## src/rtl/core/bss_pkg.sv

```systemverilog
// shared types and constants for the byte signature scanner
`default_nettype none

package bss_pkg;

  localparam int DEF_MAX_PATTERN = 64;
  localparam int DEF_WORD_BYTES  = 4;

  localparam int BYTE_W  = 8;
  localparam int OFF_W   = 32;
  localparam int RANGE_W = 32;
  localparam int IDX_W   = 1;

  localparam logic ACT_LOAD = 1'b0;
  localparam logic ACT_SCAN = 1'b1;

  localparam logic KIND_MATCH   = 1'b0;
  localparam logic KIND_SUMMARY = 1'b1;

  localparam logic [IDX_W-1:0] REG_RANGE_START = 1'b0;
  localparam logic [IDX_W-1:0] REG_RANGE_END   = 1'b1;

  typedef struct packed {
    logic shift;
    logic scan;
    logic clr;
  } bss_cell_ctl_t;

  typedef struct packed {
    logic             kind;
    logic [OFF_W-1:0] match_offset;
    logic             found_any;
  } bss_res_t;

endpackage

`default_nettype wire

```

## src/rtl/core/bss_if.sv

```systemverilog
// valid/ready channel interfaces for image and result words
`default_nettype none

interface bss_in_if import bss_pkg::*; ();
  logic              valid;
  logic              ready;
  logic              action;
  logic [BYTE_W-1:0] data_byte;
  logic              last;

  modport source (output valid, output action, output data_byte, output last, input ready);
  modport sink (input valid, input action, input data_byte, input last, output ready);
endinterface

interface bss_out_if import bss_pkg::*; ();
  logic             valid;
  logic             ready;
  logic             kind;
  logic [OFF_W-1:0] match_offset;
  logic             found_any;

  modport source (output valid, output kind, output match_offset, output found_any, input ready);
  modport sink (input valid, input kind, input match_offset, input found_any, output ready);
endinterface

`default_nettype wire

```

## src/rtl/core/bss_cell.sv

```systemverilog
// one comparator cell: signature byte, wildcard bit and partial match flag
`default_nettype none

module bss_cell import bss_pkg::*; (
  input  wire logic              clk,
  input  wire logic              rst_n,
  input  wire bss_cell_ctl_t     ctl,
  input  wire logic              head,
  input  wire logic [BYTE_W-1:0] pat_in,
  input  wire logic              wild_in,
  input  wire logic              hit_in,
  input  wire logic [BYTE_W-1:0] img,
  output logic      [BYTE_W-1:0] pat_o,
  output logic                   wild_o,
  output logic                   hit_o,
  output logic                   hit_nxt_o
);

  logic [BYTE_W-1:0] pat_r;
  logic              wild_r;
  logic              hit_r;
  logic              hit_nxt;

  assign hit_nxt = (head | hit_in) & (wild_r | (pat_r == img));

  always_ff @(posedge clk) begin
    if (ctl.shift) begin
      pat_r  <= pat_in;
      wild_r <= wild_in;
    end
  end

  always_ff @(posedge clk) begin
    if (!rst_n) begin
      hit_r <= 1'b0;
    end else if (ctl.clr) begin
      hit_r <= 1'b0;
    end else if (ctl.scan) begin
      hit_r <= hit_nxt;
    end
  end

  assign pat_o     = pat_r;
  assign wild_o    = wild_r;
  assign hit_o     = hit_r;
  assign hit_nxt_o = hit_nxt;

endmodule

`default_nettype wire

```

## src/rtl/core/bss_walk.sv

```systemverilog
// wildcard walk: range check of the word at the row head and skip count
`default_nettype none

module bss_walk import bss_pkg::*; #(
  parameter int WORD_BYTES = DEF_WORD_BYTES
) (
  input  wire logic                       clk,
  input  wire logic                       rst_n,
  input  wire logic                       start,
  input  wire logic                       step,
  input  wire logic                       take,
  input  wire logic [8*WORD_BYTES-1:0]    word,
  input  wire logic [RANGE_W-1:0]         range_lo,
  input  wire logic [RANGE_W-1:0]         range_hi,
  output logic                            wild
);

  localparam int WORD_W = 8 * WORD_BYTES;
  localparam int SKIP_W = $clog2(WORD_BYTES);

  logic [SKIP_W-1:0] skip_r;
  logic [SKIP_W-1:0] skip_nxt;
  logic              in_range;

  assign in_range = (word >= WORD_W'(range_lo)) && (word < WORD_W'(range_hi));

  always_comb begin
    wild     = 1'b0;
    skip_nxt = skip_r;
    if (skip_r != '0) begin
      wild     = 1'b1;
      skip_nxt = skip_r - SKIP_W'(1);
    end else if (take && in_range) begin
      wild     = 1'b1;
      skip_nxt = SKIP_W'(WORD_BYTES - 1);
    end
  end

  always_ff @(posedge clk) begin
    if (!rst_n) begin
      skip_r <= '0;
    end else if (start) begin
      skip_r <= '0;
    end else if (step) begin
      skip_r <= skip_nxt;
    end
  end

endmodule

`default_nettype wire

```

## src/rtl/core/byte_signature_scanner.sv

```systemverilog
// top level: signature load, mask build over the cell row, scan and result queue
// one image byte per cycle outside mask build and while the result queue has room;
// an image word may yield a match and a summary; a two-entry register queue holds both
// each signature byte is followed by a mask build that rotates the row once around
// synchronous active-low reset clears length, position, match flags, queue and ranges
`default_nettype none

module byte_signature_scanner import bss_pkg::*; #(
  parameter int MAX_PATTERN = DEF_MAX_PATTERN,
  parameter int WORD_BYTES  = DEF_WORD_BYTES
) (
  input  wire logic               clk,
  input  wire logic               rst_n,
  bss_in_if.sink                  in_bus,
  bss_out_if.source               out_bus,
  input  wire logic               cfg_we,
  input  wire logic [IDX_W-1:0]   cfg_idx,
  input  wire logic [RANGE_W-1:0] cfg_wdata
);

  localparam int LEN_W = $clog2(MAX_PATTERN + 1);
  localparam int EXT_W = LEN_W + 1;
  localparam int R_W   = $clog2(MAX_PATTERN);

  typedef enum logic [1:0] {
    ST_RUN   = 2'b01,
    ST_BUILD = 2'b10
  } state_t;

  state_t             state_r;
  logic [LEN_W-1:0]   len_r;
  logic               closed_r;
  logic [R_W-1:0]     r_r;
  logic [OFF_W-1:0]   pos_r;
  logic               seen_r;
  logic [RANGE_W-1:0] rs_r, re_r, rs_snap_r, re_snap_r;
  bss_res_t           q_r [2];
  logic [1:0]         cnt_r;

  logic               acc, load_acc, scan_acc, building, load_shift;
  logic [LEN_W-1:0]   len_eff;
  bss_cell_ctl_t      ctl;
  logic [BYTE_W-1:0]  pat  [MAX_PATTERN];
  logic               wild [MAX_PATTERN];
  logic               hit  [MAX_PATTERN];
  logic               hit_now [MAX_PATTERN];
  logic [8*WORD_BYTES-1:0] word;
  logic               walk_wild, is_pat, fits;
  logic [EXT_W-1:0]   r_x;
  logic               match, push_m, push_s, pop;
  bss_res_t           match_res, sum_res;
  bss_res_t           pk0, pk1, b0;
  logic [1:0]         cnt_pop, cnt_nxt;

  assign building = (state_r == ST_BUILD);
  assign pop      = out_bus.valid && out_bus.ready;
  assign in_bus.ready = (state_r == ST_RUN) && ((cnt_r == 2'd0) || ((cnt_r == 2'd1) && pop));
  assign acc      = in_bus.valid && in_bus.ready;
  assign load_acc = acc && (in_bus.action == ACT_LOAD);
  assign scan_acc = acc && (in_bus.action == ACT_SCAN);

  assign len_eff    = closed_r ? '0 : len_r;
  assign load_shift = load_acc && (len_eff < LEN_W'(MAX_PATTERN));

  assign ctl.shift = load_shift | building;
  assign ctl.scan  = scan_acc;
  assign ctl.clr   = load_acc | (scan_acc & in_bus.last);

  // cell row
  for (genvar k = 0; k < MAX_PATTERN; k++) begin : g_cell
    logic [BYTE_W-1:0] p_in;
    logic              w_in;
    logic              h_in;
    logic              head;

    if (k == MAX_PATTERN - 1) begin : g_end
      assign p_in = building ? pat[0] : in_bus.data_byte;
      assign w_in = building ? walk_wild : 1'b0;
    end else begin : g_mid
      assign p_in = pat[k+1];
      assign w_in = wild[k+1];
    end

    if (k == 0) begin : g_first
      assign h_in = 1'b0;
    end else begin : g_rest
      assign h_in = hit[k-1];
    end

    assign head = (len_r == LEN_W'(MAX_PATTERN - k));

    bss_cell u_cell (
      .clk       (clk),
      .rst_n     (rst_n),
      .ctl       (ctl),
      .head      (head),
      .pat_in    (p_in),
      .wild_in   (w_in),
      .hit_in    (h_in),
      .img       (in_bus.data_byte),
      .pat_o     (pat[k]),
      .wild_o    (wild[k]),
      .hit_o     (hit[k]),
      .hit_nxt_o (hit_now[k])
    );
  end

  // word at the row head, little-endian
  for (genvar j = 0; j < WORD_BYTES; j++) begin : g_word
    assign word[8*j +: 8] = pat[j];
  end

  assign r_x    = EXT_W'(r_r);
  assign is_pat = (r_x + EXT_W'(len_r)) >= EXT_W'(MAX_PATTERN);
  assign fits   = (r_x + EXT_W'(WORD_BYTES)) <= EXT_W'(MAX_PATTERN);

  bss_walk #(.WORD_BYTES(WORD_BYTES)) u_walk (
    .clk      (clk),
    .rst_n    (rst_n),
    .start    (load_acc),
    .step     (building),
    .take     (is_pat && fits),
    .word     (word),
    .range_lo (rs_snap_r),
    .range_hi (re_snap_r),
    .wild     (walk_wild)
  );

  // results
  assign match  = (len_r == '0) || hit_now[MAX_PATTERN-1];
  assign push_m = scan_acc && match;
  assign push_s = scan_acc && in_bus.last;

  assign match_res.kind         = KIND_MATCH;
  assign match_res.match_offset = (len_r == '0) ? pos_r
                                  : (pos_r + OFF_W'(1) - OFF_W'(len_r));
  assign match_res.found_any    = 1'b0;

  assign sum_res.kind         = KIND_SUMMARY;
  assign sum_res.match_offset = '0;
  assign sum_res.found_any    = seen_r | push_m;

  assign pk0     = push_m ? match_res : sum_res;
  assign pk1     = sum_res;
  assign cnt_pop = cnt_r - {1'b0, pop};
  assign b0      = pop ? q_r[1] : q_r[0];
  assign cnt_nxt = cnt_pop + {1'b0, push_m} + {1'b0, push_s};

  always_ff @(posedge clk) begin
    if (cnt_pop == 2'd0) begin
      q_r[0] <= pk0;
      q_r[1] <= pk1;
    end else if (cnt_pop == 2'd1) begin
      q_r[0] <= b0;
      q_r[1] <= pk0;
    end else begin
      q_r[0] <= b0;
      q_r[1] <= q_r[1];
    end
  end

  assign out_bus.valid        = (cnt_r != 2'd0);
  assign out_bus.kind         = q_r[0].kind;
  assign out_bus.match_offset = q_r[0].match_offset;
  assign out_bus.found_any    = q_r[0].found_any;

  // range snapshot taken with each signature word
  always_ff @(posedge clk) begin
    if (load_acc) begin
      rs_snap_r <= rs_r;
      re_snap_r <= re_r;
    end
  end

  always_ff @(posedge clk) begin
    if (!rst_n) begin
      state_r  <= ST_RUN;
      len_r    <= '0;
      closed_r <= 1'b0;
      r_r      <= '0;
      pos_r    <= '0;
      seen_r   <= 1'b0;
      rs_r     <= '0;
      re_r     <= '0;
      cnt_r    <= 2'd0;
    end else begin
      cnt_r <= cnt_nxt;

      if (cfg_we) begin
        case (cfg_idx)
          REG_RANGE_START: rs_r <= cfg_wdata;
          REG_RANGE_END:   re_r <= cfg_wdata;
          default: ;
        endcase
      end

      case (state_r)
        ST_RUN: begin
          if (load_acc) begin
            state_r  <= ST_BUILD;
            r_r      <= '0;
            pos_r    <= '0;
            seen_r   <= 1'b0;
            closed_r <= in_bus.last;
            len_r    <= load_shift ? (len_eff + LEN_W'(1)) : len_eff;
          end else if (scan_acc) begin
            closed_r <= 1'b1;
            if (in_bus.last) begin
              pos_r  <= '0;
              seen_r <= 1'b0;
            end else begin
              pos_r  <= pos_r + OFF_W'(1);
              seen_r <= seen_r | match;
            end
          end
        end
        ST_BUILD: begin
          r_r <= r_r + R_W'(1);
          if (r_r == R_W'(MAX_PATTERN - 1)) begin
            state_r <= ST_RUN;
          end
        end
        default: begin
          state_r <= ST_RUN;
        end
      endcase
    end
  end

  a_queue_bound: assert property (@(posedge clk) disable iff (!rst_n)
    cnt_r != 2'd3)
    else $error("result queue overfilled");

  a_accept_run: assert property (@(posedge clk) disable iff (!rst_n)
    acc |-> (state_r == ST_RUN))
    else $error("word taken outside run state");

  a_load_build: assert property (@(posedge clk) disable iff (!rst_n)
    load_acc |=> (state_r == ST_BUILD) && (r_r == '0))
    else $error("mask build not started after signature word");

  a_build_end: assert property (@(posedge clk) disable iff (!rst_n)
    (building && (r_r == R_W'(MAX_PATTERN - 1))) |=> (state_r == ST_RUN))
    else $error("mask build did not end");

  a_summary_clear: assert property (@(posedge clk) disable iff (!rst_n)
    push_s |=> (pos_r == '0) && !seen_r)
    else $error("scan state not cleared after summary");

endmodule

`default_nettype wire

```

## src/flat_wrapper.sv

```systemverilog
// flat-port wrapper written by rule: the top's interface ports become plain ports
module byte_signature_scanner_flat import bss_pkg::*;
#(
  parameter int MAX_PATTERN = DEF_MAX_PATTERN,
  parameter int WORD_BYTES  = DEF_WORD_BYTES
)
  (clk, rst_n, cfg_we, cfg_idx, cfg_wdata, in_bus_valid, in_bus_action, in_bus_data_byte, in_bus_last, in_bus_ready, out_bus_valid, out_bus_kind, out_bus_match_offset, out_bus_found_any, out_bus_ready);
  bss_in_if in_bus_i ();
  bss_out_if out_bus_i ();
  input  wire logic clk;
  input  wire logic rst_n;
  input  wire logic cfg_we;
  input  wire logic [IDX_W-1:0] cfg_idx;
  input  wire logic [RANGE_W-1:0] cfg_wdata;
  input wire logic [$bits(in_bus_i.valid)-1:0] in_bus_valid;
  input wire logic [$bits(in_bus_i.action)-1:0] in_bus_action;
  input wire logic [$bits(in_bus_i.data_byte)-1:0] in_bus_data_byte;
  input wire logic [$bits(in_bus_i.last)-1:0] in_bus_last;
  output wire logic [$bits(in_bus_i.ready)-1:0] in_bus_ready;
  output wire logic [$bits(out_bus_i.valid)-1:0] out_bus_valid;
  output wire logic [$bits(out_bus_i.kind)-1:0] out_bus_kind;
  output wire logic [$bits(out_bus_i.match_offset)-1:0] out_bus_match_offset;
  output wire logic [$bits(out_bus_i.found_any)-1:0] out_bus_found_any;
  input wire logic [$bits(out_bus_i.ready)-1:0] out_bus_ready;
  assign in_bus_i.valid = in_bus_valid;
  assign in_bus_i.action = in_bus_action;
  assign in_bus_i.data_byte = in_bus_data_byte;
  assign in_bus_i.last = in_bus_last;
  assign in_bus_ready = in_bus_i.ready;
  assign out_bus_valid = out_bus_i.valid;
  assign out_bus_kind = out_bus_i.kind;
  assign out_bus_match_offset = out_bus_i.match_offset;
  assign out_bus_found_any = out_bus_i.found_any;
  assign out_bus_i.ready = out_bus_ready;
  byte_signature_scanner #(.MAX_PATTERN(MAX_PATTERN), .WORD_BYTES(WORD_BYTES)) u_core (.clk(clk), .rst_n(rst_n), .in_bus(in_bus_i), .out_bus(out_bus_i), .cfg_we(cfg_we), .cfg_idx(cfg_idx), .cfg_wdata(cfg_wdata));
endmodule
```

## config.mk

```make
export PLATFORM = sky130hd
export DESIGN_NAME = byte_signature_scanner_flat
export DESIGN_NICKNAME = d
export VERILOG_FILES = /design/src/rtl/core/bss_pkg.sv /design/src/rtl/core/bss_if.sv /design/src/rtl/core/bss_cell.sv /design/src/rtl/core/bss_walk.sv /design/src/rtl/core/byte_signature_scanner.sv /design/src/flat_wrapper.sv
export SDC_FILE = /design/constraint.sdc
export NUM_CORES = 1
export LEC_CHECK = 0
export BUFFER_PORTS_ARGS = -buffer_cell sky130_fd_sc_hd__buf_2
export CORE_AREA = 4 4 269 271
export CTS_BUF_LIST = sky130_fd_sc_hd__clkbuf_4
export DETAILED_ROUTE_END_ITERATION = 12
export DIE_AREA = 0 0 273 275
export GPL_TIMING_DRIVEN = 1
export PLACE_DENSITY = 0.76
export SKIP_CTS_REPAIR_TIMING = 1
export SLEW_MARGIN = 20
export SYNTH_ARGS = -nofsm -noshare
export SYNTH_HDL_FRONTEND = slang
export SYNTH_HIERARCHICAL = 1
export SYNTH_SLANG_ARGS = --single-unit
```

## constraint.sdc

```tcl
create_clock -name clk -period 21.4 [get_ports clk]
set_input_delay 3.21 -clock clk [delete_from_list [all_inputs] [get_ports clk]]
set_output_delay 3.21 -clock clk [all_outputs]
set_load 0.005 [all_outputs]
```

Word-level counts from Yosys, hierarchy flattened
Memory sizes are Yosys's and may differ from the RTL's.
Cells that the tools add are included.
{ "classes": {"shifts": 0, "n_mux": 35, "eq_ne": 135, "multipliers": 0, "order_cmp": 5, "bitwise": 203, "n_div": 0, "reduce_logical": 31, "addsub": 10} }
{ "op_table": {"columns": ["cell", "count"], "rows": [
  ["$eq 8x8->1", 64],
  ["$eq 7x6->1 const B", 32],
  ["$mux 34", 6],
  ["$or 1x1->1", 135],
  ["$mux 32", 4],
  ["$eq 7x5->1 const B", 16],
  ["$and 1x1->1", 65],
  ["$eq 7x4->1 const B", 8],
  ["$add 32x1->32 const B", 1],
  ["$ge 32x32->1", 1],
  ["$lt 32x32->1", 1],
  ["$sub 32x7->32", 1],
  ["$eq 7x3->1 const B", 4],
  ["$mux 1", 15],
  ["$eq 7x2->1 const B", 2],
  ["$mux 7", 2],
  ["$reduce_and 2->1", 7],
  ["$logic_and 1x1->1", 12],
  ["$pmux 6 s2", 1],
  ["$reduce_bool 2->1", 5],
  ["$add 6x7->8", 1],
  ["$ge 8x7->1 const B", 1],
  ["$le 8x7->1 const B", 1],
  ["$mux 2", 4],
  ["other kinds (22)", 30]
]} }
{ "word_totals": {"in_bits": 48, "memories": 1, "mem_bits_ro": 0, "mem_bits_rw": 68, "wordCells": 623, "out_inout_bits": 36, "latchBits": 0, "ff_bits": 820} }
{ "memory_table": {"columns": ["name", "words", "word_bits", "rd", "rd_clocked_by_memory_dff", "write_ports", "line", "text"], "rows": [
  ["u_core.q_r", 2, 34, 2, 0, 2, "byte_signature_scanner.sv:37", "bss_res_t q_r [2];"]
]} }

Depth between registers and ports, before layout
{ "depth": {"ltp_word": 12, "depth_mapped": 15, "ltp_nobuf": 15} }

Modules after synthesis
Netlist, hierarchy kept.
{ "modules_own_cells": {"columns": ["module", "cells_each", "n_inst", "seq_area_each_um2", "area_each_um2"], "rows": [
  ["bss_cell", 29, 64, 290.3, 425.4],
  ["byte_signature_scanner", 1359, 1, 6266.0, 12713.4],
  ["bss_walk", 241, 1, 40.0, 1729.2]
]} }

Worst setup path after synthesis
Ideal clock, no wire load.
{ "synth_path": {"path_type": "input to register", "from": "input port out_bus_ready", "to": "register u_core.g_cell[0].u_cell.pat_r[0] (enable)", "stages": 7, "setup_ps": 4045, "slack_ps": 2123, "required_ps": 17355, "arrival_time_ps": 15232, "path_buffers": 1, "path_cell_list": "o211a_1 -> and2_1 -> clkbuf_1 -> nand2_1 -> clkinv_1 -> o21ai_0 -> nand2_1"} }
{ "synth_lines": {"columns": ["element", "line", "text"], "rows": [
  ["from (decl)", "flat_wrapper.sv:24", "input wire logic [$bits(out_bus_i.ready)-1:0] out_bus_ready;"],
  ["to (signal assigned)", "bss_cell.sv:28", "pat_r <= pat_in;"],
  ["to (decl)", "bss_cell.sv:19", "logic [BYTE_W-1:0] pat_r;"]
]} }

==> results.env <==
GRT_SETUP_UNREPAIRED='no'
N_FILL_CELL=5072
MIN_PATH_TYPE='reg2reg'
DPL_WORST_SLACK_PS=13010
SYNTH_WARNINGS=6
DRT_WL_TOTAL_UM=96660
POST-DP-HPWL_UM=60100
NUM_IO_PINS=84
LAYOUT_COMMONEST_CELL='sky130_fd_sc_hd__edfxtp_1'
POWER_SHARE_OF_THE_CLOCK_GROUP_PCT=33.1
WORST_SETUP_PATH_END_KIND='register'
DIEAREA_SQ_UM=75080
CHIPWIDTH_UM=273
POWER-PER-CELL-AREA_nW_PER_UM2=97.53
POSTLAYOUTCELLAREA_SQ_UM=45370
NETLIST_AREA_SQ_UM=41060
DRT_FIRST_PASS_ITERS=6
TIMING.FINAL.SETUP_VIOLATIONS=0
FLOORPLAN.INITIALDENSITY_PCT=58.83
CORE_AREA_SQ_UM=69790
GRT_START_MAX_NET_PINS=218
CTS.ROOT.BUFFER_CELL='sky130_fd_sc_hd__clkbuf_4'
DRIVE_ABOVE_1_SHARE_PCT=13.68
TIMING.CRITICAL_PATH.DEPTH=10
WIRE_PER_INST_UM=20.60
ANTENNA_VIOLATING_NETS_POST_ROUTE=0
HOLD_PATH_DEPTH=0
TIMING.FINAL.CRIT_SHARE_PCT=33.73
PIN_SLEW_WITH_THE_LEAST_HEADROOM_TO_ITS_LIMIT_PS=1031
GLOBAL_ROUTE.USAGE.TOTAL_PCT=25.28
SLEW_HEADROOM_PCT=31.06
NETSWITCHINGFRACTION_PCT=28.54
NUM-NETS-FINAL=3699
CP_SLOWEST_STAGE_DELAY_PS=860
AREA_GROWTH_PCT=10.50
GRT_PASS1_VIAS=27851
DR_TOTAL_VIAS=27565
GATE_POWER_SHARE_PCT=14.5
HOLD_VIOL_FINAL=0
SEQUENTIAL_CELL_AREA_SQ_UM=24860
RR_WORST_DEPTH=10
CRITPATHSLOWESTCELL='sky130_fd_sc_hd__buf_4'
INTERNAL_POWER_uW=3162
CRITPATHARRIVALTIME_PS=7850
GLOBALPLACE.CONGESTION=0.9159
WORSTPATHREQUIRED_PS=22030
CPMOSTUSEDCELL='sky130_fd_sc_hd__buf_4'
FIN_TNS_SETUP_PS=0
CLOCK_LATENCY_PS=1060
ANTENNA_FOUND_INITIAL=1
WORSTPATHCELLLIST='buf_2 > o211a_1 > and2_1 > nand2_1 > inv_2 > buf_4 > o21ai_0 > nand2_4 > buf_4 > buf_4'
MULTI_INPUT_COMB_AREA_SQ_UM=15310
CRITPATHKIND='in2reg'
ACHIEVABLE-FREQUENCY_MHz=138.5
SEQ_POWER_SHARE_PCT=52.4
CTS_BUFFERS=216
PLACE_INST=4286
PORTBUFFERS=83
SYNTHCELLS=3323
FINALHOLDWORSTSLACK_PS=414.4
MAX_BUFFERS_ROOT_TO_SINK=3
MAXSLEWVIOLCOUNT=0
CLOCK_PIN_SLEW_OF_THE_REGISTERS_ON_THE_WORST_CASE_SETUP_AND_HOLD_PATHS_PS=70
TIMING.CRITICAL_PATH.FROM_TYPE='input pin'
CLOCK_SINK_COUNT=888
DELAY_HEAVIEST_FAMILY_CP='buffers and inverters'
STARTING_DRC_COUNT_IN_DETAILED_ROUTING=2715
POWER.LEAKAGE_uW=0.01653
PLACED_CELL_AREA_SQ_UM=42360
RESULT_OF_THE_RUN='complete, no violations'
AVGVIACOUNTPERCELL=5.876
VDD_IR_DROP_MAX_V=0.00008352
NET_SWITCHING_POWER_uW=1263
DIE_H_UM=275
GRT_PASS1_WL_UM=149700
COUNT_OF_BUFFER_AND_INVERTER_CELLS_ON_THE_CRITICAL_PATH=5
GRT.OVERFLOW.TOTAL=0
DRC_ERRORS=0
SYNTH_AREA_PER_CELL_SQ_UM=12.36
CTS_TREE='yes'
LAYOUTNONFILLERINSTCOUNT=4691
FINAL_CRITICAL_PATH_SETUP_SLACK_PS=14180
STD_CELL_ROWS=97
CRITPATHMAXFANOUT=79
SKEW_PS=50.30
MAX_CAP_VIOL_COUNT=0
CLOCK_TREE.HTREE_LEVEL_COUNT=4
TIMING.FINAL.CRIT_PERIOD_PS=7219
LAYOUT.CELLS.MOST_COMMON_LIST='sky130_fd_sc_hd__edfxtp_1, sky130_fd_sc_hd__xor2_1, sky130_fd_sc_hd__clkbuf_4'
## metrics by stage
step / util (%) / power [uW]
after detailed placement: 60.71 / 2981
after floorplan: - / 2866
final: 65.01 / 4425
after global placement: 60.68 / 2943
after global routing: 65.01 / 4635
after CTS: 64.93 / 4455
## power by group through the flow
stage | clock (uW) | sequential [uW] | combinational, uW
after detailed placement | 0 | 2350 | 629
after floorplan | 0 | 2400 | 464
after global placement | 0 | 2350 | 597
after global routing | 1600 | 2340 | 700
after CTS | 1500 | 2320 | 632
final | 1470 | 2320 | 640
## worst paths after layout
| check | slack (ps) | endpoint | from |
|---|---|---|---|
| worst max-delay path | 14180 | u_core/g_cell[25].u_cell/wild_o | out_bus_ready |
| worst min-delay path | 410 | u_core/re_snap_r[10] | u_core/re_r[10] |
| worst max register to register | 15800 | u_core/g_cell[25].u_cell/wild_o | u_core/cnt_r[1] |
| worst min register to register | 410 | u_core/re_snap_r[10] | u_core/re_r[10] |
## state kept, by name, summed over array words and instances (netlist names)
register,count
u_core/r_r,6
u_core/cnt_r,2
u_core/g_cell.u_cell/wild_o,64
u_core/re_r,32
u_core/pos_r,32
u_core/u_walk/skip_r,2
u_core/q_r,68
u_core/rs_snap_r,32
u_core/state_r,2
u_core/closed_r,1
u_core/re_snap_r,32
u_core/len_r,7
u_core/g_cell.u_cell/pat_o,512
u_core/seen_r,1
u_core/g_cell.u_cell/hit_o,63
u_core/rs_r,32
## per-layer routing
| metal | track usage [%] | routed length, um | vias up |
|---|---|---|---|
| met4 | 9.857 | 2706 | 0 |
| met3 | 5.835 | 7680 | 201 |
| met5 | 0 | 0 | - |
| met1 | 33.49 | 40330 | 13513 |
| met2 | 40.93 | 45940 | 1230 |
| li1 | - | - | 12621 |
## cell type report
type | instances | area share (%)
Antenna cell | 2 | 0.01103
Clock buffer | 336 | 5.560
Clock inverter | 66 | 0.9405
Inverter | 91 | 0.7584
Multi-Input combinational cell | 2254 | 33.74
Sequential cell | 888 | 54.81
Tap cell | 940 | 2.592
Timing Repair Buffer | 114 | 1.591
(Power assumes the default switching activity.)
